<file path="src/sv/ssf_pkg.sv">
// Shared types, constants and the digit-to-segment table for the serial frame generator.
// No dependencies; every other file refers to it by scoped names.
package ssf_pkg;

    localparam int FRAME_BITS = 36;
    localparam int VALUE_W    = 12;
    localparam int SEG_W      = 8;
    localparam int PAT_W      = 3 * SEG_W;
    localparam int BIT_IDX_W  = 6;
    localparam int MAG_W      = 10;

    localparam logic signed [VALUE_W-1:0] SAT_MAX = 12'sd999;
    localparam logic signed [VALUE_W-1:0] SAT_MIN = -12'sd99;

    localparam logic [SEG_W-1:0] SEG_MINUS = 8'b00000010;
    localparam logic [SEG_W-1:0] SEG_BLANK = 8'b00000000;

    typedef logic [PAT_W-1:0] t_pattern;

    typedef struct packed {
        logic full;
        logic empty;
    } t_q_status;

    // Segment bits are a,b,c,d,e,f,g,dp from MSB to LSB.
    function automatic logic [SEG_W-1:0] seg_digit(input logic [3:0] d);
        logic [SEG_W-1:0] s;
        unique case (d)
            4'd0:    s = 8'b11111100;
            4'd1:    s = 8'b01100000;
            4'd2:    s = 8'b11011010;
            4'd3:    s = 8'b11110010;
            4'd4:    s = 8'b01100110;
            4'd5:    s = 8'b10110110;
            4'd6:    s = 8'b10111110;
            4'd7:    s = 8'b11100000;
            4'd8:    s = 8'b11111110;
            4'd9:    s = 8'b11110110;
            default: s = SEG_BLANK;
        endcase
        return s;
    endfunction

endpackage

</file>
<file path="src/sv/ssf_front.sv">
// Front end: accepts a value, saturates it, splits it into decimal digits over two
// stages and pushes the three segment patterns into the queue. Uses ssf_pkg.
module ssf_front (
    input  logic                                i_clk,
    input  logic                                i_rst_n,
    input  logic                                i_valid,
    output logic                                o_stall,
    input  logic signed [ssf_pkg::VALUE_W-1:0]  i_value,
    input  ssf_pkg::t_q_status                  i_q_status,
    output logic                                o_push,
    output ssf_pkg::t_pattern                   o_push_pat
);

    logic signed [ssf_pkg::VALUE_W-1:0] sat;
    logic                               neg;
    logic [ssf_pkg::MAG_W-1:0]          mag;
    logic [15:0]                        prod_h;
    logic [17:0]                        prod_t;
    logic                               accept;

    logic                               r_a_valid, n_a_valid;
    logic                               r_neg;
    logic [3:0]                         r_h;
    logic [6:0]                         r_q10;
    logic [ssf_pkg::MAG_W-1:0]          r_mag;

    logic [3:0]                         tens;
    logic [3:0]                         units;
    logic [ssf_pkg::SEG_W-1:0]          d1, d2, d3;

    // Stage A: saturate, magnitude, and reciprocal multiplies for /100 and /10.
    always_comb begin
        if (i_value > ssf_pkg::SAT_MAX) begin
            sat = ssf_pkg::SAT_MAX;
        end else if (i_value < ssf_pkg::SAT_MIN) begin
            sat = ssf_pkg::SAT_MIN;
        end else begin
            sat = i_value;
        end
        neg    = sat[ssf_pkg::VALUE_W-1];
        mag    = neg ? ssf_pkg::MAG_W'(-sat) : ssf_pkg::MAG_W'(sat);
        // Both reciprocals are exact for magnitudes below 1000.
        prod_h = 16'(mag) * 16'd41;
        prod_t = 18'(mag) * 18'd205;
    end

    assign o_stall = r_a_valid && i_q_status.full;
    assign accept  = i_valid && !o_stall;
    assign o_push  = r_a_valid && !i_q_status.full;

    always_comb begin
        n_a_valid = r_a_valid;
        if (accept) begin
            n_a_valid = 1'b1;
        end else if (o_push) begin
            n_a_valid = 1'b0;
        end
    end

    always_ff @(posedge i_clk) begin
        if (!i_rst_n) begin
            r_a_valid <= 1'b0;
        end else begin
            r_a_valid <= n_a_valid;
        end
    end

    always_ff @(posedge i_clk) begin
        if (accept) begin
            r_neg <= neg;
            r_h   <= prod_h[15:12];
            r_q10 <= prod_t[17:11];
            r_mag <= mag;
        end
    end

    // Stage B: remaining digits and segment lookup.
    always_comb begin
        tens  = 4'(r_q10 - 7'(r_h) * 7'd10);
        units = 4'(r_mag - ssf_pkg::MAG_W'(r_q10) * ssf_pkg::MAG_W'(10));
        d3    = ssf_pkg::seg_digit(units);
        d2    = ((r_h != 4'd0) || (tens != 4'd0)) ? ssf_pkg::seg_digit(tens)
                                                  : ssf_pkg::SEG_BLANK;
        if (r_neg) begin
            d1 = ssf_pkg::SEG_MINUS;
        end else if (r_h != 4'd0) begin
            d1 = ssf_pkg::seg_digit(r_h);
        end else begin
            d1 = ssf_pkg::SEG_BLANK;
        end
        o_push_pat = {d1, d2, d3};
    end

endmodule

</file>
<file path="src/sv/ssf_queue.sv">
// Two-entry queue of segment patterns between the front end and the serializer.
// Uses ssf_pkg for the pattern and status types.
module ssf_queue (
    input  logic                i_clk,
    input  logic                i_rst_n,
    input  logic                i_push,
    input  ssf_pkg::t_pattern   i_push_pat,
    input  logic                i_pop,
    output ssf_pkg::t_pattern   o_head,
    output ssf_pkg::t_q_status  o_status
);

    ssf_pkg::t_pattern r_mem [2];
    logic              r_wp, n_wp;
    logic              r_rp, n_rp;
    logic [1:0]        r_cnt, n_cnt;

    assign o_status.full  = (r_cnt == 2'd2);
    assign o_status.empty = (r_cnt == 2'd0);
    assign o_head         = r_mem[r_rp];

    always_comb begin
        n_wp  = i_push ? !r_wp : r_wp;
        n_rp  = i_pop  ? !r_rp : r_rp;
        n_cnt = r_cnt + 2'(i_push) - 2'(i_pop);
    end

    always_ff @(posedge i_clk) begin
        if (!i_rst_n) begin
            r_wp  <= 1'b0;
            r_rp  <= 1'b0;
            r_cnt <= 2'd0;
        end else begin
            r_wp  <= n_wp;
            r_rp  <= n_rp;
            r_cnt <= n_cnt;
        end
    end

    always_ff @(posedge i_clk) begin
        if (i_push) begin
            r_mem[r_wp] <= i_push_pat;
        end
    end

`ifndef SYNTHESIS
    a_no_overflow: assert property (@(posedge i_clk) disable iff (!i_rst_n)
        i_push |-> !o_status.full || i_pop)
        else $error("queue written while full");
    a_no_underflow: assert property (@(posedge i_clk) disable iff (!i_rst_n)
        i_pop |-> !o_status.empty)
        else $error("queue read while empty");
    a_count_step: assert property (@(posedge i_clk) disable iff (!i_rst_n)
        (i_push && !i_pop) |=> (r_cnt == $past(r_cnt) + 2'd1))
        else $error("queue count did not advance on a write");
`endif

endmodule

</file>
<file path="src/sv/ssf_back.sv">
// Serializer: loads a pattern from the queue and sends the frame one bit per transaction.
// Uses ssf_pkg for widths and the pattern and status types.
module ssf_back #(
    parameter int FRAME_BITS = ssf_pkg::FRAME_BITS
) (
    input  logic                            i_clk,
    input  logic                            i_rst_n,
    input  ssf_pkg::t_pattern               i_head,
    input  ssf_pkg::t_q_status              i_q_status,
    output logic                            o_pop,
    output logic                            o_valid,
    input  logic                            i_stall,
    output logic                            o_serial_data,
    output logic [ssf_pkg::BIT_IDX_W-1:0]   o_bit_index,
    output logic                            o_last_bit
);

    localparam int IDX_W = $clog2(FRAME_BITS);
    localparam logic [IDX_W-1:0] LAST_IDX = IDX_W'(FRAME_BITS - 1);

    logic                  r_busy, n_busy;
    logic [FRAME_BITS-1:0] r_shift, n_shift;
    logic [IDX_W-1:0]      r_idx, n_idx;
    logic                  out_take;
    logic                  last;
    logic [FRAME_BITS-1:0] load_word;

    assign last      = (r_idx == LAST_IDX);
    assign out_take  = r_busy && !i_stall;
    assign o_pop     = !i_q_status.empty && (!r_busy || (out_take && last));
    // Start bit, then the three patterns MSB first, then zero fill.
    assign load_word = FRAME_BITS'({1'b1, i_head}) << (FRAME_BITS - ssf_pkg::PAT_W - 1);

    always_comb begin
        n_busy  = r_busy;
        n_shift = r_shift;
        n_idx   = r_idx;
        if (o_pop) begin
            n_busy  = 1'b1;
            n_shift = load_word;
            n_idx   = '0;
        end else if (out_take) begin
            n_shift = r_shift << 1;
            n_idx   = r_idx + IDX_W'(1);
            if (last) begin
                n_busy = 1'b0;
            end
        end
    end

    always_ff @(posedge i_clk) begin
        if (!i_rst_n) begin
            r_busy <= 1'b0;
            r_idx  <= '0;
        end else begin
            r_busy <= n_busy;
            r_idx  <= n_idx;
        end
    end

    always_ff @(posedge i_clk) begin
        r_shift <= n_shift;
    end

    assign o_valid       = r_busy;
    assign o_serial_data = r_shift[FRAME_BITS-1];
    assign o_bit_index   = ssf_pkg::BIT_IDX_W'(r_idx);
    assign o_last_bit    = last;

`ifndef SYNTHESIS
    a_index_steps: assert property (@(posedge i_clk) disable iff (!i_rst_n)
        (o_valid && !i_stall && !o_last_bit)
            |=> (o_valid && o_bit_index == $past(o_bit_index) + 6'd1))
        else $error("frame bit index did not advance");
    a_start_bit: assert property (@(posedge i_clk) disable iff (!i_rst_n)
        (o_valid && o_bit_index == 6'd0) |-> o_serial_data)
        else $error("frame does not open with a start bit");
    a_tail_zero: assert property (@(posedge i_clk) disable iff (!i_rst_n)
        (o_valid && o_bit_index > 6'd24) |-> !o_serial_data)
        else $error("frame tail bit is not zero");
    a_stall_hold: assert property (@(posedge i_clk) disable iff (!i_rst_n)
        (o_valid && i_stall) |=> (o_valid && $stable(o_bit_index)))
        else $error("frame position moved while stalled");
`endif

endmodule

</file>
<file path="src/sv/integer_to_seven_segment_serial_frame.sv">
// Top level of the three-digit seven-segment serial frame generator.
// Instantiates ssf_front, ssf_queue and ssf_back; uses ssf_pkg.
//
//   Channel  Direction  Handshake          Payload
//   input    in         i_valid / o_stall  i_value (12-bit signed)
//   result   out        o_valid / i_stall  o_serial_data, o_bit_index, o_last_bit
//
// Each value gives FRAME_BITS result transactions, one per cycle when not stalled;
// the serializer sets the sustained rate. Each accepted value is registered in
// the front stage and pushed once the queue has room; up to three values wait
// (two in the queue, one in the front stage) while a frame is being sent.
// Reset is synchronous and active low and empties the pipeline and the queue.
// o_stall rises only when the front stage is full and the queue cannot take it.
module integer_to_seven_segment_serial_frame #(
    parameter int FRAME_BITS = ssf_pkg::FRAME_BITS
) (
    input  logic                               i_clk,
    input  logic                               i_rst_n,
    input  logic                               i_valid,
    output logic                               o_stall,
    input  logic signed [ssf_pkg::VALUE_W-1:0] i_value,
    output logic                               o_valid,
    input  logic                               i_stall,
    output logic                               o_serial_data,
    output logic [ssf_pkg::BIT_IDX_W-1:0]      o_bit_index,
    output logic                               o_last_bit
);

    ssf_pkg::t_q_status q_status;
    ssf_pkg::t_pattern  push_pat;
    ssf_pkg::t_pattern  head;
    logic               push;
    logic               pop;

    ssf_front u_front (
        .i_clk      (i_clk),
        .i_rst_n    (i_rst_n),
        .i_valid    (i_valid),
        .o_stall    (o_stall),
        .i_value    (i_value),
        .i_q_status (q_status),
        .o_push     (push),
        .o_push_pat (push_pat)
    );

    ssf_queue u_queue (
        .i_clk      (i_clk),
        .i_rst_n    (i_rst_n),
        .i_push     (push),
        .i_push_pat (push_pat),
        .i_pop      (pop),
        .o_head     (head),
        .o_status   (q_status)
    );

    ssf_back #(
        .FRAME_BITS (FRAME_BITS)
    ) u_back (
        .i_clk         (i_clk),
        .i_rst_n       (i_rst_n),
        .i_head        (head),
        .i_q_status    (q_status),
        .o_pop         (pop),
        .o_valid       (o_valid),
        .i_stall       (i_stall),
        .o_serial_data (o_serial_data),
        .o_bit_index   (o_bit_index),
        .o_last_bit    (o_last_bit)
    );

endmodule

</file>
<file path="config.mk">
export PLATFORM = sky130hd
export DESIGN_NAME = integer_to_seven_segment_serial_frame
export DESIGN_NICKNAME = d
export VERILOG_FILES = /design/src/sv/ssf_pkg.sv /design/src/sv/ssf_front.sv /design/src/sv/ssf_queue.sv /design/src/sv/ssf_back.sv /design/src/sv/integer_to_seven_segment_serial_frame.sv
export SDC_FILE = /design/constraint.sdc
export NUM_CORES = 1
export LEC_CHECK = 0
export BUFFER_PORTS_ARGS = -buffer_cell sky130_fd_sc_hd__buf_2
export CAP_MARGIN = 10
export CORE_MARGIN = 5
export CORE_UTILIZATION = 39
export DETAILED_ROUTE_END_ITERATION = 10
export REMOVE_ABC_BUFFERS = 1
export SLEW_MARGIN = 20
export SYNTH_ARGS = -nofsm -noshare
export SYNTH_HDL_FRONTEND = slang
export SYNTH_HIERARCHICAL = 1
export SYNTH_SLANG_ARGS = --single-unit
</file>
<file path="constraint.sdc">
create_clock -name i_clk -period 12.3 [get_ports i_clk]
set_clock_uncertainty 0.1 [all_clocks]
set_input_delay 1.23 -clock i_clk [delete_from_list [all_inputs] [get_ports i_clk]]
set_output_delay 1.23 -clock i_clk [all_outputs]
set_load 0.02 [all_outputs]
</file>
==> qor.json, run 1 <==
{
  "r2r-start": {"value": "u_queue/r_cnt[1]"},
  "power.sequential.fraction": {"value": 32.2, "unit": "%"},
  "maxCapViolations": {"value": 0},
  "timing.critical_path.from_type": {"value": "primary input"},
  "largest_buffer_count_on_any_clock_path": {"value": 2},
  "core_area": {"value": 18640, "unit": "sq um"},
  "post_route_cells_drive_above_1_share": {"value": 16.39, "unit": "%"},
  "crit_path_top_delay_cell": {"value": "nor3_1"},
  "num_io_pins": {"value": 26},
  "cts_stage_hold_buffer_count": {"value": 0},
  "fp.dieArea": {"value": 21770, "unit": "sq um"},
  "critical_path_required": {"value": 12480, "unit": "ps"},
  "vias_per_cell": {"value": 5.080},
  "crit_chain": {"value": "buf_2 > o2111ai_1 > a211o_1 > ha_1 > or3_1 > inv_1 > ha_1 > nand2_1 > a21oi_1 > nor2_1 > nor3_1 > ha_1 > fa_1 > ha_1 > ha_1 > and4_1 > nand3_1 > nor4_2 > o31ai_1 > a31oi_2 > inv_1 > ha_1 > mux2_2 > o21ai_1"},
  "synth_adder_area_share": {"value": 22.01, "unit": "%"},
  "power.ir.vdd_worst": {"value": 121.6, "unit": "uV"},
  "min_delay_path_depth": {"value": 2},
  "ctsResizeCount": {"value": 0},
  "slew-limit-headroom": {"value": 41.85, "unit": "%"},
  "wl_per_cell": {"value": 14.13, "unit": "um"},
  "arrival": {"value": 7660, "unit": "ps"},
  "hp-start": {"value": "u_back/r_shift[35]"},
  "hold_path.class": {"value": "reg2reg"},
  "cell_internal_pwr": {"value": 1.287, "unit": "mW"},
  "antenna_violations_before_repair": {"value": 0},
  "place_congestion": {"value": 0.8407},
  "synth.lib_cells_used.distinct": {"value": 68},
  "drt_drc_violations_left": {"value": 0},
  "switching_share": {"value": 37.32, "unit": "%"},
  "drt_iter0_markers": {"value": 163},
  "dpl_cell_area": {"value": 7705, "unit": "sq um"},
  "ys_ff_latch": {"value": 106},
  "worst-path-max-fanout": {"value": 17},
  "total_of_warnings_raised_by_yosys": {"value": 6},
  "drt_first_pass_iters": {"value": 4},
  "combinationalPowerShare": {"value": 53.9, "unit": "%"},
  "clkTransAtPathRegs": {"value": 70, "unit": "ps"},
  "leakage": {"value": 3.511, "unit": "nW"},
  "avg_cell_area_syn": {"value": 11.78, "unit": "sq um"},
  "total_switching_power": {"value": 0.7663, "unit": "mW"},
  "critPathCaptureType": {"value": "flop"},
  "cts_inserted_buffers": {"value": 9},
  "timing.setup.critical_path_class": {"value": "in2reg"},
  "initial_util": {"value": 39.57, "unit": "%"},
  "worst_hold_path.endpoint": {"value": "u_back/r_shift[35]"},
  "design_area": {"value": 8009, "unit": "sq um"},
  "port-buffer-count": {"value": 25},
  "post_synth_and_or_nand_nor_area_fraction": {"value": 8.735, "unit": "%"},
  "die_height": {"value": 147.5, "unit": "um"},
  "part_of_the_yosys_area_used_for_sequential_elements": {"value": 40.30, "unit": "%"},
  "clkPwrFrac": {"value": 14.0, "unit": "%"},
  "ff2ff_setup_slack": {"value": 9320, "unit": "ps"},
  "pwr_per_cell_area": {"value": 256.4, "unit": "nW/um^2"},
  "final.setup.tns": {"value": 0, "unit": "ps"},
  "globalRoute.totalOverflow": {"value": 0},
  "fmax": {"value": 0.1337, "unit": "GHz"},
  "cts-htree-levels": {"value": 3},
  "grt_usage": {"value": 12.28, "unit": "%"},
  "synth_ff_type": {"value": "edfxtp_1"},
  "count_of_final_hold_check_violations": {"value": 0},
  "crit_path_frequent_cell": {"value": "ha_1"},
  "synthToLayoutAreaGrowth": {"value": 8.565, "unit": "%"},
  "layout_min_cycle_time": {"value": 7478, "unit": "ps"},
  "clock_sinks": {"value": 106},
  "detailedPlacementHpwl": {"value": 9562, "unit": "um"},
  "synth_xor_xnor_area_share": {"value": 3.273, "unit": "%"},
  "timing.critical_path.slowest_cell_delay": {"value": 720, "unit": "ps"},
  "final_min_period_over_clock_period": {"value": 60.80, "unit": "%"},
  "reg2reg_depth": {"value": 8},
  "std_cell_rows": {"value": 50},
  "complex_gate_fraction_of_the_synthesized_area": {"value": 8.531, "unit": "%"},
  "synth_top_family_by_area": {"value": "adder cells"},
  "netlist_instances": {"value": 626},
  "post_cts_repair_timing_setup_buffer_count": {"value": 0},
  "fin_nets": {"value": 786},
  "clock-root-buffer": {"value": "clkbuf_16"},
  "insertion_delay": {"value": 340, "unit": "ps"},
  "post_synthesis_cell_area": {"value": 7377, "unit": "sq um"},
  "grt_start_max_net_pins": {"value": 27},
  "detail-route-antenna-nets": {"value": 0},
  "timing_max_transition_violations_final": {"value": 0},
  "share_of_synthesized_registers_carrying_an_async_set_or_reset": {"value": 0, "unit": "%"},
  "die_w": {"value": 147.5, "unit": "um"},
  "vias": {"value": 4536},
  "count_of_flip_flops_with_a_built_in_enable_after_synthesis": {"value": 85},
  "first_pass_grt_wire_length": {"value": 22150, "unit": "um"},
  "first_global_vias": {"value": 4702},
  "worst_pin_slew": {"value": 865.5, "unit": "ps"},
  "grt_setup_unrepaired": {"value": "no"},
  "setup_viol": {"value": 0},
  "result_of_the_run": {"value": "finished clean"},
  "cts_tree": {"value": "built"},
  "synth.mux.area_fraction": {"value": 10.35, "unit": "%"},
  "wl": {"value": 12620, "unit": "um"},
  "antenna_cells_inserted": {"value": 0}
}
-- cell usage after synthesis, drive strengths merged (2+ instances only) --
cell type  number  area share [%]
nand3           8            0.68
buf            11             1.8
xnor2          18             2.1
a21boi          2            0.20
o22ai           4            0.34
nor2b          13             1.1
nand2          21             1.1
dfxtp          21             5.7
a21oi          26             1.8
mux2i           5            0.68
or3             5            0.42
inv            92             4.7
fa             23             6.2
and2           12             1.0
a21o            5            0.51
nor2           24             1.3
nor4            6            0.59
nand2b          9            0.76
edfxtp         85              35
nand4b          2            0.24
ha             93              16
a31oi           5            0.51
o21bai          4            0.41
nand3b          2            0.20
o31ai           2            0.20
and3            3            0.25
o211ai          2            0.20
o21ai          25             1.7
a211oi          2            0.37
clkbuf          5            0.25
xor2            7            0.83
o21a            4            0.41
nor3            6            0.41
mux2           51             9.7
nand4           2            0.17
-- cells in the final DEF (no fill, tap or decap), drive strengths merged, types with 4 or more instances in the layout --
| cell | Yosys | routed |
|---|---|---|
| a21o | 5 | 5 |
| a21oi | 26 | 26 |
| a31oi | 5 | 5 |
| and2 | 12 | 12 |
| buf | 11 | 31 |
| clkbuf | 5 | 11 |
| clkinv | 1 | 4 |
| dfxtp | 21 | 21 |
| edfxtp | 85 | 85 |
| fa | 23 | 23 |
| ha | 93 | 93 |
| inv | 92 | 93 |
| mux2 | 51 | 51 |
| mux2i | 5 | 5 |
| nand2 | 21 | 21 |
| nand2b | 9 | 9 |
| nand3 | 8 | 8 |
| nor2 | 24 | 24 |
| nor2b | 13 | 13 |
| nor3 | 6 | 6 |
| nor4 | 6 | 6 |
| o21a | 4 | 4 |
| o21ai | 25 | 25 |
| o21bai | 4 | 4 |
| o22ai | 4 | 4 |
| or3 | 5 | 5 |
| xnor2 | 18 | 18 |
| xor2 | 7 | 7 |
-- through the flow --
step | hold WS [ps] | utilization (%) | std cells | setup slack, ps | total power, mW
after floorplan | 337.6 | - | 612 | 5352 | 1.535
after detailed placement | 363.3 | 41.33 | 877 | 4452 | 1.784
after CTS | 382.7 | 42.96 | 893 | 4792 | 2.083
after global placement | 347.2 | 41.33 | 877 | 4653 | 1.731
after global routing | 400.9 | 42.96 | 893 | 4268 | 2.255
final | 373.2 | 42.96 | 893 | 4822 | 2.054
-- layer usage --
metal  global-route usage, %  up-vias  share of wire [%]
met2                   21.38       77                 49
met5                       0        -                  0
met1                   15.14     2191                 45
met4                   5.499        0                2.8
met3                   1.747       26                3.0
li1                        -     2242                  -
-- area by class of cell --
class / count / area, sq um
Sequential cell: 106 / 2973
Clock buffer: 11 / 242.7
Fill cell: 1731 / 10630
Clock inverter: 5 / 61.31
Tap cell: 234 / 292.8
Multi-Input combinational cell: 413 / 3920
Timing Repair Buffer: 31 / 170.2
Inverter: 93 / 349.1
-- state kept, by name, indices dropped and copies added, names as in the netlist, named ones only --
name,count
u_back/o_bit_index,6
u_back/o_valid,1
u_back/r_shift,25
u_front/r_a_valid,1
u_front/r_h,4
u_front/r_mag,4
u_front/r_neg,1
u_front/r_q10,4
u_queue/r_cnt,2
u_queue/r_mem,48
u_queue/r_rp,1
u_queue/r_wp,1
-- worst max-delay path, delay by kind of cell --
| kind | cells | cell delay [ps] |
|---|---|---|
| fa+ha+maj | 7 | 2390 |
| compound gates | 6 | 1270 |
| simple gates | 7 | 2110 |
| buf+inv | 3 | 380 |
| mux | 1 | 260 |
-- power by group through the flow --
stage / Clock [mW] / Combinational [mW] / Sequential [mW]
floorplan: 0 / 0.861 / 0.674
global placement: 0 / 1.06 / 0.667
detailed placement: 0 / 1.12 / 0.669
CTS: 0.296 / 1.12 / 0.663
global route: 0.312 / 1.27 / 0.674
finish: 0.287 / 1.11 / 0.661
-- worst max-delay path by stage --
stage	startpoint	endpoint	slack, ps	cells after the start
finish	i_value[3]	flop	4820	24
CTS	i_value[3]	flop	4790	24
global placement	i_value[3]	u_front/r_q10[3]	4650	23
detailed placement	i_value[3]	flop	4450	24
global route	i_value[3]	flop	4270	24
floorplan	i_value[1]	flop	5350	24
-- cells by family (layout without fill, tap and decap cells) --
logic type                 after synthesis  count (layout)
AOI/OAI and AO/OA                       94              94
xor gates and xnor gates                26              26
adders and majority gates              116             116
buffers and inverters                  109             140
DFF                                    106             106
muxes                                   56              56
other                                    1               3
and+or+nand+nor                        118             118
(Power assumes the default switching activity.)
==> inputs of run 2 (changes only) <==
==> constraint.sdc (replaced) <==
create_clock -name i_clk -period 7.7 [get_ports i_clk]
set_clock_uncertainty 0.1 [all_clocks]
set_input_delay 0.77 -clock i_clk [delete_from_list [all_inputs] [get_ports i_clk]]
set_output_delay 0.77 -clock i_clk [all_outputs]
set_load 0.02 [all_outputs]
==> qor.json, run 2 (synthesis gave the netlist of run 1 again) <==
{
  "fin_nets": {"value": 789, "change": "was 786"},
  "max_flop_register": {"value": "u_queue/r_mem", "change": "unchanged"},
  "grt_usage": {"value": 11.56, "unit": "%", "change": "was 12.28%"},
  "count_of_final_hold_check_violations": {"value": 0, "change": "unchanged"},
  "arrival": {"value": 7160, "unit": "ps", "change": "was 7660 ps"},
  "insertion_delay": {"value": 340, "unit": "ps", "change": "about the same"},
  "slew-limit-headroom": {"value": 45.22, "unit": "%", "change": "was 41.85%"},
  "grt_setup_unrepaired": {"value": "no", "change": "unchanged"},
  "timing_max_transition_violations_final": {"value": 0, "change": "unchanged"},
  "largest_register_ffs": {"value": 48, "change": "unchanged"},
  "critical_path_required": {"value": 7870, "unit": "ps", "change": "was 12,480 ps"},
  "clkPwrFrac": {"value": 12.7, "unit": "%", "change": "was 14.0%"},
  "switching_share": {"value": 37.41, "unit": "%", "change": "was 37.32%"},
  "critPathCaptureType": {"value": "flop", "change": "unchanged"},
  "worst_pin_slew": {"value": 814.2, "unit": "ps", "change": "was 865.5 ps"},
  "report.power.total": {"value": 3.216, "unit": "mW", "change": "was 2.054 mW"},
  "power.sequential.fraction": {"value": 32.9, "unit": "%", "change": "was 32.2%"},
  "final_util": {"value": 42.84, "unit": "%", "change": "was 42.96%"},
  "synthToLayoutAreaGrowth": {"value": 8.260, "unit": "%", "change": "was 8.565%"},
  "result_of_the_run": {"value": "finished clean", "change": "unchanged"},
  "antenna_violations_before_repair": {"value": 0, "change": "unchanged"},
  "setup_viol": {"value": 0, "change": "unchanged"},
  "cts_tree": {"value": "built", "change": "unchanged"},
  "initial_util": {"value": 39.57, "unit": "%", "change": "unchanged"},
  "drt_drc_violations_left": {"value": 0, "change": "unchanged"},
  "worst-path-max-fanout": {"value": 17, "change": "unchanged"},
  "post_cts_repair_timing_setup_buffer_count": {"value": 0, "change": "unchanged"},
  "total_switching_power": {"value": 1.203, "unit": "mW", "change": "was 0.7663 mW"},
  "wl_per_cell": {"value": 13.49, "unit": "um", "change": "was 14.13 um"},
  "timing.critical_path.from_type": {"value": "primary input", "change": "unchanged"},
  "drt_first_pass_iters": {"value": 4, "change": "unchanged"},
  "pwr_per_cell_area": {"value": 402.7, "unit": "nW/um^2", "change": "was 256.4 nW/um^2"},
  "clock-root-buffer": {"value": "clkbuf_16", "change": "unchanged"},
  "leakage": {"value": 3.504, "unit": "nW", "change": "was 3.511 nW"},
  "detailedPlacementHpwl": {"value": 9167, "unit": "um", "change": "was 9562 um"},
  "final.setup.tns": {"value": 0, "unit": "ps", "change": "unchanged"},
  "detail-route-antenna-nets": {"value": 0, "change": "unchanged"},
  "vias": {"value": 4430, "change": "was 4,536"},
  "fp.dieArea": {"value": 21770, "unit": "sq um", "change": "unchanged"},
  "cts-htree-levels": {"value": 3, "change": "unchanged"},
  "hold_path.class": {"value": "reg2reg", "change": "unchanged"},
  "final_common_cell": {"value": "ha_1", "change": "unchanged"},
  "place_congestion": {"value": 0.8476, "change": "was 0.8407"},
  "final_min_period_over_clock_period": {"value": 90.77, "unit": "%"},
  "wl": {"value": 12090, "unit": "um", "change": "was 12,620 um"},
  "post_route_cells_drive_above_1_share": {"value": 16.31, "unit": "%", "change": "was 16.39%"},
  "die_w": {"value": 147.5, "unit": "um", "change": "unchanged"},
  "first_global_vias": {"value": 4430, "change": "was 4,702"},
  "n_fill_cell": {"value": 1738, "change": "was 1,731"},
  "core_area": {"value": 18640, "unit": "sq um", "change": "unchanged"},
  "cts_stage_hold_buffer_count": {"value": 0, "change": "unchanged"},
  "timing.setup.critical_path_class": {"value": "in2reg", "change": "unchanged"},
  "port-buffer-count": {"value": 25, "change": "unchanged"},
  "combinationalPowerShare": {"value": 54.5, "unit": "%", "change": "was 53.9%"},
  "cts_inserted_buffers": {"value": 9, "change": "unchanged"},
  "power.ir.vdd_worst": {"value": 162.1, "unit": "uV", "change": "was 121.6 uV"},
  "globalRoute.totalOverflow": {"value": 0, "change": "unchanged"},
  "fmax": {"value": 0.1431, "unit": "GHz"},
  "clock_sinks": {"value": 106, "change": "unchanged"},
  "ctsResizeCount": {"value": 0, "change": "unchanged"},
  "first_pass_grt_wire_length": {"value": 20850, "unit": "um", "change": "was 22,150 um"},
  "clkTransAtPathRegs": {"value": 70, "unit": "ps", "change": "about the same"},
  "die_height": {"value": 147.5, "unit": "um", "change": "unchanged"},
  "vias_per_cell": {"value": 4.944, "change": "was 5.080"},
  "grt_start_max_net_pins": {"value": 27, "change": "unchanged"},
  "largest_buffer_count_on_any_clock_path": {"value": 2, "change": "unchanged"},
  "maxCapViolations": {"value": 0, "change": "unchanged"},
  "cell_internal_pwr": {"value": 2.013, "unit": "mW", "change": "was 1.287 mW"},
  "std_cell_rows": {"value": 50, "change": "unchanged"},
  "layout.cells.most_common_list": {"value": "93 x ha_1, 92 x inv_1, 85 x edfxtp_1", "change": "unchanged"},
  "num_io_pins": {"value": 26, "change": "unchanged"},
  "layout_min_cycle_time": {"value": 6989, "unit": "ps"},
  "drt_iter0_markers": {"value": 104, "change": "was 163"},
  "antenna_cells_inserted": {"value": 0, "change": "unchanged"}
}
-- run 2: stage by stage --
step	setup WS, ps	hold WS, ps	area, sq um	std cells
final	710.9	366.6	7986	896
after global routing	212.6	423.4	7986	896
after CTS	682.1	370.0	7986	896
after detailed placement	337.1	350.8	7727	880
after global placement	528.5	347.7	7727	880
after floorplan	1212	337.6	7236	612
-- run 2: worst paths after layout --
path,start,to,slack [ps],cells past startpoint
worst min-delay path,u_back/r_shift[35],u_back/r_shift[35],370,2
worst min register to register,u_back/r_shift[35],u_back/r_shift[35],370,2
worst max-delay path,i_value[3],flop,710,25
worst max register to register,u_queue/r_cnt[1],flop,4770,8
-- run 2: critical path, stage by stage --
cell	delay, ps
buf_2	140
o2111ai_1	140
a211o_1	310
ha_1	470
or3_1	550
inv_1	100
ha_1	210
nor2b_1	180
nand3_1	90
nor3_1	210
nor4_1	70
a2111o_1	440
ha_1	340
ha_1	300
ha_1	300
ha_1	350
and4_1	260
nand3_1	110
nor4_2	470
o31ai_1	240
a31oi_2	400
inv_1	140
ha_1	220
mux2_2	260
o21ai_1	100
-- run 2: layer usage --
metal | share of wire [%] | vias up | wire (um) | global-route usage [%]
met2 | 50 | 57 | 6048 | 20.28
met5 | 0 | - | 0 | 0
met4 | 2.2 | 0 | 266 | 4.706
met3 | 2.1 | 18 | 255 | 1.349
li1 | - | 2248 | - | -
met1 | 46 | 2107 | 5515 | 14.50
-- run 2: power by group through the flow --
stage / Sequential (mW) / Combinational [mW] / Clock (mW)
after global routing: 1.08 / 1.99 / 0.449
after floorplan: 1.08 / 1.38 / 0
after global placement: 1.07 / 1.71 / 0
after CTS: 1.06 / 1.78 / 0.422
after detailed placement: 1.07 / 1.77 / 0
final: 1.06 / 1.75 / 0.408
-- run 2: cell type report --
cell class	instances	area, sq um	area share, %
inverters	93	349.1	4.371
flip-flops and latches	106	2973	37.22
multi-input cells	413	3920	49.08
clock buffers	13	240.2	3.008
repair buffers	34	192.7	2.413
well taps	234	292.8	3.666
clock inverters	3	18.77	0.2350
